[src/sv/dirty_tracked_value_table_core_assert.svh]
// Assertion macros for the dirty-tracked value table core.
// Included by the top level, the RTL file that carries concurrent checks; no other dependencies.
`ifndef DIRTY_TRACKED_VALUE_TABLE_CORE_ASSERT_SVH
`define DIRTY_TRACKED_VALUE_TABLE_CORE_ASSERT_SVH

// Same-cycle implication, disabled while reset is asserted (active low)
`define DTVT_ASSERT_NOW(label, clk, rst_n, ante, cons) \
    label: assert property (@(posedge clk) disable iff (!(rst_n)) (ante) |-> (cons)) \
        else $error("dtvt check failed");

// Next-cycle implication, disabled while reset is asserted (active low)
`define DTVT_ASSERT_NEXT(label, clk, rst_n, ante, cons) \
    label: assert property (@(posedge clk) disable iff (!(rst_n)) (ante) |=> (cons)) \
        else $error("dtvt check failed");

`endif

[src/sv/dtvt_pkg.sv]
// Shared types and constants for the dirty-tracked value table core.
// No dependencies; imported by dtvt_table and the top level.
package dtvt_pkg;

    // default table depth and field widths
    localparam int DTVT_TABLE_SIZE = 32;
    localparam int ENTRY_W         = 5;
    localparam int INDEX_W         = 8;
    localparam int VALUE_W         = 32;

    // input word kinds
    typedef enum logic [1:0] {
        KIND_SET        = 2'd0,
        KIND_READ_DIRTY = 2'd1,
        KIND_READ_ALL   = 2'd2,
        KIND_APPLY      = 2'd3
    } t_kind;

    // input word
    typedef struct packed {
        t_kind                      kind;
        logic [INDEX_W-1:0]         index;
        logic signed [VALUE_W-1:0]  value;
    } t_in_word;

    // result word
    typedef struct packed {
        logic [ENTRY_W-1:0]         entry_index;
        logic signed [VALUE_W-1:0]  read_value;
        logic signed [VALUE_W-1:0]  old_value;
        logic                       change_note;
        logic                       empty_res;
        logic                       last;
    } t_res_word;

    // sequencer to table request
    typedef struct packed {
        logic [ENTRY_W-1:0]         rd_addr;
        logic                       wr_en;
        logic                       set_dirty;
        logic [ENTRY_W-1:0]         wr_addr;
        logic signed [VALUE_W-1:0]  wr_data;
    } t_tbl_req;

endpackage

[src/sv/dtvt_table.sv]
// Value memory with per-entry valid bits and the dirty mask.
// Depends on dtvt_pkg for the request struct and field widths.
module dtvt_table #(
    parameter int TABLE_SIZE = dtvt_pkg::DTVT_TABLE_SIZE
) (
    input  logic                               i_clk,
    input  logic                               i_rst_n,
    input  dtvt_pkg::t_tbl_req                 i_req,
    output logic signed [dtvt_pkg::VALUE_W-1:0] o_rd_data,
    output logic [TABLE_SIZE-1:0]              o_dirty
);
    import dtvt_pkg::*;

    localparam int AW = (TABLE_SIZE > 1) ? $clog2(TABLE_SIZE) : 1;

    logic signed [VALUE_W-1:0] r_mem [TABLE_SIZE];
    logic [TABLE_SIZE-1:0]     r_valid;
    logic [TABLE_SIZE-1:0]     r_dirty;
    logic signed [VALUE_W-1:0] r_rd_data;

    logic [AW-1:0] rd_a;
    logic [AW-1:0] wr_a;

    assign rd_a = i_req.rd_addr[AW-1:0];
    assign wr_a = i_req.wr_addr[AW-1:0];

    // payload memory: write port and registered read port
    always_ff @(posedge i_clk) begin
        if (i_req.wr_en) begin
            r_mem[wr_a] <= i_req.wr_data;
        end
        r_rd_data <= r_valid[rd_a] ? r_mem[rd_a] : '0;
    end

    // valid and dirty bits, cleared by reset
    always_ff @(posedge i_clk) begin
        if (!i_rst_n) begin
            r_valid <= '0;
            r_dirty <= '0;
        end else begin
            if (i_req.wr_en) begin
                r_valid[wr_a] <= 1'b1;
            end
            if (i_req.wr_en && i_req.set_dirty) begin
                r_dirty[wr_a] <= 1'b1;
            end
        end
    end

    assign o_rd_data = r_rd_data;
    assign o_dirty   = r_dirty;

endmodule

[src/sv/dirty_tracked_value_table_core.sv]
// Dirty-tracked value table: top level with the item sequencer.
// Depends on dtvt_pkg, dtvt_table and dirty_tracked_value_table_core_assert.svh.
//
// Usage
//   Input: drive i_word and raise start; the word is taken at a clock edge
//   where start is high and busy is low. Result words appear on o_res for
//   one cycle with o_strobe high; the receiver must take them as they come.
//   Set: busy for one cycle after acceptance (read old value, compare,
//   write); no result.
//   Apply: busy for one cycle; one result (change_note, last) is registered
//   from the look state. Out-of-range set or apply is dropped at acceptance.
//   Read changed / read all: the sequencer walks every entry through the
//   single memory read port, one entry per cycle, with busy high for the
//   whole walk; each reported entry shows in the cycle after its read
//   is issued, last marks the final one. A read of changed entries with no
//   dirty entry gives one empty result the cycle after acceptance.
//   Dirty bits are never cleared by reads.
// Reset
//   Synchronous, active low: sequencer idle, every entry reads as zero
//   and every dirty bit is clear; no clearing pass is needed.
module dirty_tracked_value_table_core #(
    parameter int TABLE_SIZE = dtvt_pkg::DTVT_TABLE_SIZE
) (
    input  logic                i_clk,
    input  logic                i_rst_n,
    input  logic                start,
    input  dtvt_pkg::t_in_word  i_word,
    output logic                busy,
    output logic                o_strobe,
    output dtvt_pkg::t_res_word o_res
);
    import dtvt_pkg::*;

`include "dirty_tracked_value_table_core_assert.svh"

    typedef enum logic [2:0] {
        ST_IDLE = 3'b001,
        ST_LOOK = 3'b010,
        ST_SCAN = 3'b100
    } t_state;

    localparam logic [ENTRY_W-1:0] LAST_ADDR = ENTRY_W'(TABLE_SIZE - 1);

    t_state                    r_state, n_state;
    t_kind                     r_kind, n_kind;
    logic [ENTRY_W-1:0]        r_idx, n_idx;
    logic signed [VALUE_W-1:0] r_val, n_val;
    logic [ENTRY_W-1:0]        r_addr, n_addr;
    logic                      r_strobe, n_strobe;
    logic                      r_use_rd, n_use_rd;
    t_res_word                 r_res, n_res;

    t_tbl_req                  req;
    logic signed [VALUE_W-1:0] rd_data;
    logic [TABLE_SIZE-1:0]     dirty;
    logic [TABLE_SIZE-1:0]     cur_mask;
    logic [TABLE_SIZE-1:0]     hi_mask;
    logic                      accept;
    logic                      in_range;
    logic                      cur_dirty;
    logic                      more_dirty;

    dtvt_table #(
        .TABLE_SIZE (TABLE_SIZE)
    ) u_table (
        .i_clk     (i_clk),
        .i_rst_n   (i_rst_n),
        .i_req     (req),
        .o_rd_data (rd_data),
        .o_dirty   (dirty)
    );

    assign busy     = (r_state != ST_IDLE);
    assign accept   = start && !busy;
    assign in_range = (i_word.index < INDEX_W'(TABLE_SIZE));

    // position masks for the scan address: current entry and entries above it
    always_comb begin
        for (int j = 0; j < TABLE_SIZE; j++) begin
            cur_mask[j] = (ENTRY_W'(j) == r_addr);
            hi_mask[j]  = (ENTRY_W'(j) > r_addr);
        end
    end

    assign cur_dirty  = |(dirty & cur_mask);
    assign more_dirty = |(dirty & hi_mask);

    // sequencer
    always_comb begin
        n_state  = r_state;
        n_kind   = r_kind;
        n_idx    = r_idx;
        n_val    = r_val;
        n_addr   = r_addr;
        n_strobe = 1'b0;
        n_use_rd = r_use_rd;
        n_res    = r_res;

        req.rd_addr   = (r_state == ST_IDLE) ? i_word.index[ENTRY_W-1:0] : r_addr;
        req.wr_en     = 1'b0;
        req.set_dirty = 1'b0;
        req.wr_addr   = r_idx;
        req.wr_data   = r_val;

        case (r_state)
            ST_IDLE: begin
                if (accept) begin
                    n_kind = i_word.kind;
                    n_idx  = i_word.index[ENTRY_W-1:0];
                    n_val  = i_word.value;
                    case (i_word.kind)
                        KIND_SET, KIND_APPLY: begin
                            if (in_range) begin
                                n_state = ST_LOOK;
                            end
                        end
                        KIND_READ_DIRTY, KIND_READ_ALL: begin
                            if ((i_word.kind == KIND_READ_DIRTY) && (dirty == '0)) begin
                                // nothing to report: one empty word
                                n_strobe = 1'b1;
                                n_use_rd = 1'b0;
                                n_res    = '0;
                                n_res.empty_res = 1'b1;
                                n_res.last      = 1'b1;
                            end else begin
                                n_state = ST_SCAN;
                                n_addr  = '0;
                            end
                        end
                        default: begin
                            n_state = ST_IDLE;
                        end
                    endcase
                end
            end
            ST_LOOK: begin
                // old value is on the read port now
                if (r_kind == KIND_APPLY) begin
                    req.wr_en = 1'b1;
                    n_strobe  = 1'b1;
                    n_use_rd  = 1'b0;
                    n_res.entry_index = r_idx;
                    n_res.read_value  = r_val;
                    n_res.old_value   = rd_data;
                    n_res.change_note = 1'b1;
                    n_res.empty_res   = 1'b0;
                    n_res.last        = 1'b1;
                end else if ((r_val != rd_data) || (r_val == '0)) begin
                    req.wr_en     = 1'b1;
                    req.set_dirty = 1'b1;
                end
                n_state = ST_IDLE;
            end
            ST_SCAN: begin
                // read issued at r_addr; the word goes out with the read data
                n_strobe = (r_kind == KIND_READ_ALL) || cur_dirty;
                n_use_rd = 1'b1;
                n_res    = '0;
                n_res.entry_index = r_addr;
                n_res.last        = (r_kind == KIND_READ_ALL) ? (r_addr == LAST_ADDR)
                                                              : !more_dirty;
                if (r_addr == LAST_ADDR) begin
                    n_state = ST_IDLE;
                end else begin
                    n_addr = r_addr + 1'b1;
                end
            end
            default: begin
                n_state = ST_IDLE;
            end
        endcase
    end

    // control registers
    always_ff @(posedge i_clk) begin
        if (!i_rst_n) begin
            r_state  <= ST_IDLE;
            r_strobe <= 1'b0;
            r_use_rd <= 1'b0;
        end else begin
            r_state  <= n_state;
            r_strobe <= n_strobe;
            r_use_rd <= n_use_rd;
        end
    end

    // payload registers
    always_ff @(posedge i_clk) begin
        r_kind <= n_kind;
        r_idx  <= n_idx;
        r_val  <= n_val;
        r_addr <= n_addr;
        r_res  <= n_res;
    end

    // result word: scan words take their value straight from the read register
    always_comb begin
        o_res = r_res;
        if (r_use_rd) begin
            o_res.read_value = rd_data;
        end
    end

    assign o_strobe = r_strobe;

    // checks
    `DTVT_ASSERT_NOW(a_empty_is_last, i_clk, i_rst_n, o_strobe && o_res.empty_res, o_res.last)
    `DTVT_ASSERT_NOW(a_apply_word, i_clk, i_rst_n, o_strobe && o_res.change_note, o_res.last && !o_res.empty_res)
    `DTVT_ASSERT_NEXT(a_set_silent, i_clk, i_rst_n, accept && (i_word.kind == KIND_SET), !o_strobe)
    `DTVT_ASSERT_NEXT(a_scan_busy, i_clk, i_rst_n, (r_state == ST_SCAN) && (r_addr != LAST_ADDR), busy)

endmodule

[config.mk]
export PLATFORM = sky130hd
export DESIGN_NAME = dirty_tracked_value_table_core
export DESIGN_NICKNAME = d
export VERILOG_FILES = /design/src/sv/dtvt_pkg.sv /design/src/sv/dtvt_table.sv /design/src/sv/dirty_tracked_value_table_core.sv
export VERILOG_INCLUDE_DIRS = /design/src /design/src/sv
export SDC_FILE = /design/constraint.sdc
export NUM_CORES = 2
export LEC_CHECK = 0
export BUFFER_PORTS_ARGS = -buffer_cell sky130_fd_sc_hd__buf_2
export CAP_MARGIN = 20
export CORE_MARGIN = 1
export CORE_UTILIZATION = 46
export CTS_CLUSTER_DIAMETER = 200
export CTS_CLUSTER_SIZE = 25
export DETAILED_ROUTE_END_ITERATION = 8
export GPL_ROUTABILITY_DRIVEN = 0
export HOLD_SLACK_MARGIN = 0.06
export PLACE_DENSITY_LB_ADDON = 0.08
export SKIP_LAST_GASP = 1
export SYNTH_ARGS = -nofsm -noshare
export SYNTH_HDL_FRONTEND = slang
export SYNTH_SLANG_ARGS = --single-unit
export TNS_END_PERCENT = 30
[constraint.sdc]
create_clock -name i_clk -period 4.5 [get_ports i_clk]
set_clock_uncertainty 0.2 [all_clocks]
set_input_delay 0.675 -clock i_clk [delete_from_list [all_inputs] [get_ports i_clk]]
set_output_delay 0.675 -clock i_clk [all_outputs]
set_load 0.02 [all_outputs]
==> run_results.csv <==
group,metric,value,unit
power_and_ir_drop,leakage,18.50,nW
layout,syn_to_final_growth,10.42,%
die,die_y,332.6,um
logic_synthesis,syn_nets,3469,
layout,drive_above_1_share,0.1402,
die,die_area,110600,um^2
die,start_util,0.4670,
die,core-area,107700,um^2
timing,min_period,4.304,ns
detailed_routing,firstDrtPassIters,6,
setup_path,arrival,4.46,ns
power_and_ir_drop,cellPowerDensity,405.2,nW/um^2
power_and_ir_drop,irDropWorstVdd,0.3288,mV
logic_synthesis,syn_area,50280,um^2
detailed_routing,vias,31030,
die,pin_count,119,
setup_path,start_kind,"register",
setup_path,worstPathCellList,"nor4_1 -> nand4_1 -> nor2_1 -> nor3_2 -> a21o_2 -> nor3_2 -> buf_4",
logic_synthesis,syn_inst,3419,
cts,h-tree-depth,2,
placed_design,dp_hpwl,91650,um
timing,tightest_slew,1.222,ns
detailed_routing,wl_per_cell,31.29,um
setup_path,crit_slowest_cell,"nor4_1",
layout,stdcell_count,4984,
timing,hold_viol_final,0,
hold_path,holdCritPathClass,"primary input to register",
grt,grt_max_degree,96,
setup_path,crit_family,"simple AND/OR/NAND/NOR gates",
layout,final_nets,3583,
logic_synthesis,async_flop_share,0,
grt,overflow,0,
setup_path,required,4.65,ns
detailed_routing,routed_wl,155900,um
detailed_routing,viasPerCell,6.225,
cts,root_buffer,"clkbuf_16",
cts,clk_latency,0.73,ns
logic_synthesis,synth_area_per_cell,14.71,um^2
cts,clk_pin_slew,0.10,ns
cts,cts_buffers,55,
detailed_routing,first_iter_violations,3730,
placed_design,io_buffers,118,
logic_synthesis,yosysWarnings,0,
cts,cts_resized,0,
setup_path,crit_path_max_incr_delay,0.92,ns
run_status,status,"completed",
cts,clock_path_buffers,3,
grt,grt_usage,0.2774,
cts,cts_num_sinks,1241,
timing,fmax,232.3,MHz
timing,drv_slew,0,
grt,antenna_found_initial,2,
placed_design,place_inst,4838,
setup_path,critPathCaptureType,"register",
run,drv_cap,0,
die,rows,120,
logic_synthesis,yosysSeqAreaShare,0.7211,
logic_synthesis,yosysUniqueCellTypes,69,
timing,whs,0.1304,ns
timing,finalSetupViolCount,0,
setup_path,crit_type,"register to register",
logic_synthesis,synth_flop_cell,"edfxtp_1",
timing,post-route-period-util,0.9565,
timing,relSlewSlack,0.1834,
logic_synthesis,ys_ff_latch,1241,
layout,fin_util,0.5157,
detailed_routing,antenna_left,0,
setup_path,worst_path_most_repeated_cell,"nor3_2",
cts,tritoncts,"built",
timing,rsz0062_at_grt,"false",
setup_path,worstPathMaxFanout,26,
setup_path,worst-path-buf-inv,1,
detailed_routing,drc,0,
logic_synthesis,synth-edff-count,1140,
layout,num-fill-cells,8873,
grt,grt_first_pass_wirelength,220600,um
die,die_w,332.6,um
grt,first_global_vias,30070,
## final timing paths
path                                    start                          endpoint  slack [ns]  cells past startpoint
max                        r_val[0]$_DFFE_PP_   u_table.r_mem[18][27]$_DFFE_PP_        0.20                      7
min                                i_word[10]               r_val[10]$_DFFE_PP_        0.13                      1
max reg2reg                r_val[0]$_DFFE_PP_   u_table.r_mem[18][27]$_DFFE_PP_        0.20                      7
min reg2reg  u_table.r_valid[22]$_SDFFE_PN0P_  u_table.r_valid[22]$_SDFFE_PN0P_        0.27                      2
## power by group
group	internal, mW	total (mW)	switching, mW
Combinational	1.08	3.41	2.33
Clock	2.41	5.99	3.59
Sequential	12.8	13.1	0.301
Total	16.3	22.5	6.22
## cell usage in the layout (no fill, tap or decap), types with 37 or more instances in the layout
cell / count
dlygate4sd3_1: 37
clkbuf_1: 45
edfxtp_1: 1140
nor4_1: 87
and3_1: 67
nand2_1: 447
o22ai_1: 64
dfxtp_1: 100
buf_12: 39
o31ai_1: 37
a311oi_1: 68
mux2_2: 37
clkbuf_16: 56
mux2i_1: 297
buf_4: 156
a211oi_1: 150
inv_1: 80
nand3_1: 73
a21oi_1: 79
buf_2: 120
## cell type report
class                      count  area, um^2  area share
antenna                        1       2.502  0.00004508
clock buffer                 101        1570     0.02828
clock inverter                 3       61.31    0.001104
inverter                      82       309.0    0.005567
multi-input combinational   1800       12620      0.2274
sequential                  1241       36260      0.6531
tap                         1403        1755     0.03162
timing repair buffer         353        2938     0.05292
## cell usage after synthesis (6+ instances only)
cell type / n / share of area
a21oi_1: 80 / 0.0080
xor2_1: 33 / 0.0057
buf_4: 47 / 0.0070
a31oi_1: 35 / 0.0044
buf_1: 25 / 0.0019
nor2b_1: 11 / 0.0014
and3_1: 67 / 0.0083
nand3_1: 73 / 0.0073
a21o_1: 6 / 0.00090
nand2b_1: 7 / 0.00087
o21a_1: 34 / 0.0051
a311oi_1: 68 / 0.012
nand2_1: 451 / 0.034
nand4_1: 7 / 0.00087
mux2i_1: 299 / 0.060
a2111oi_1: 29 / 0.0058
buf_6: 7 / 0.0016
a221oi_2: 29 / 0.0087
inv_1: 80 / 0.0060
nor3_1: 37 / 0.0037
mux2_2: 37 / 0.0083
nor2_1: 24 / 0.0018
o22ai_1: 64 / 0.0080
edfxtp_1: 1140 / 0.68
o221ai_1: 32 / 0.0056
dfxtp_1: 101 / 0.040
a211oi_1: 150 / 0.022
buf_2: 57 / 0.0057
o21ai_0: 22 / 0.0022
clkbuf_1: 160 / 0.012
o31ai_1: 37 / 0.0055
nor4_1: 87 / 0.011
## sequential cells by signal (all words and copies together) (netlist names), 2 cells and up
name / cells
r_addr: 5
u_table.o_dirty: 32
r_state: 3
r_val: 32
r_idx: 5
u_table.r_valid: 32
r_kind: 2
u_table.o_rd_data: 32
o_res: 40
r_res: 32
u_table.r_mem: 1024
## logic make-up (layout without fill, tap and decap cells)
kind of cell,Yosys count,count (layout),synth area share
flops,1241,1241,0.7211
simple gates,794,794,0.07361
compound gates,628,628,0.09544
buf+inv,378,539,0.03419
mux,339,339,0.06849
xor+xnor,34,34,0.005923
fa+ha+maj,5,5,0.001244
other cells,0,1,0
## through the flow
step | area, um^2 | power [mW] | setup TNS [ns] | setup WS [ns]
floorplan | 50280 | 15.15 | -306.12 | -0.2862
CTS | 55460 | 22.56 | 0 | 0.09028
detailed placement | 53460 | 16.71 | 0 | 0.1047
global placement | 53450 | 16.67 | 0 | 0.1644
finish | 55520 | 22.50 | 0 | 0.1958
global route | 55510 | 23.09 | 0 | 0.07345
## what timing repair did
| item | 4_1_cts | 5_1_grt |
|---|---|---|
| setup buffers | 0 | 3 |
| hold endpoints to repair | 37 | 0 |
| endpoints found under the setup margin | 0 | 192 |
| hold buffers | 37 | 0 |
## per-layer routing
metal,global-route usage,wire (um),vias up
li1,-,-,13420
met1,0.3801,64420,16070
met2,0.4578,75420,1309
met3,0.02857,9997,231
met4,0.1044,6100,0
met5,0,0,-
## worst reg2reg max path, stage by stage, from the launching register on
cell and delay [ns]:
edfxtp_1 0.68, nor4_1 0.93, nand4_1 0.19, nor2_1 0.20
nor3_2 0.14, a21o_2 0.24, nor3_2 0.76, buf_4 0.60
Note: power is estimated with default switching activity, not from simulation.
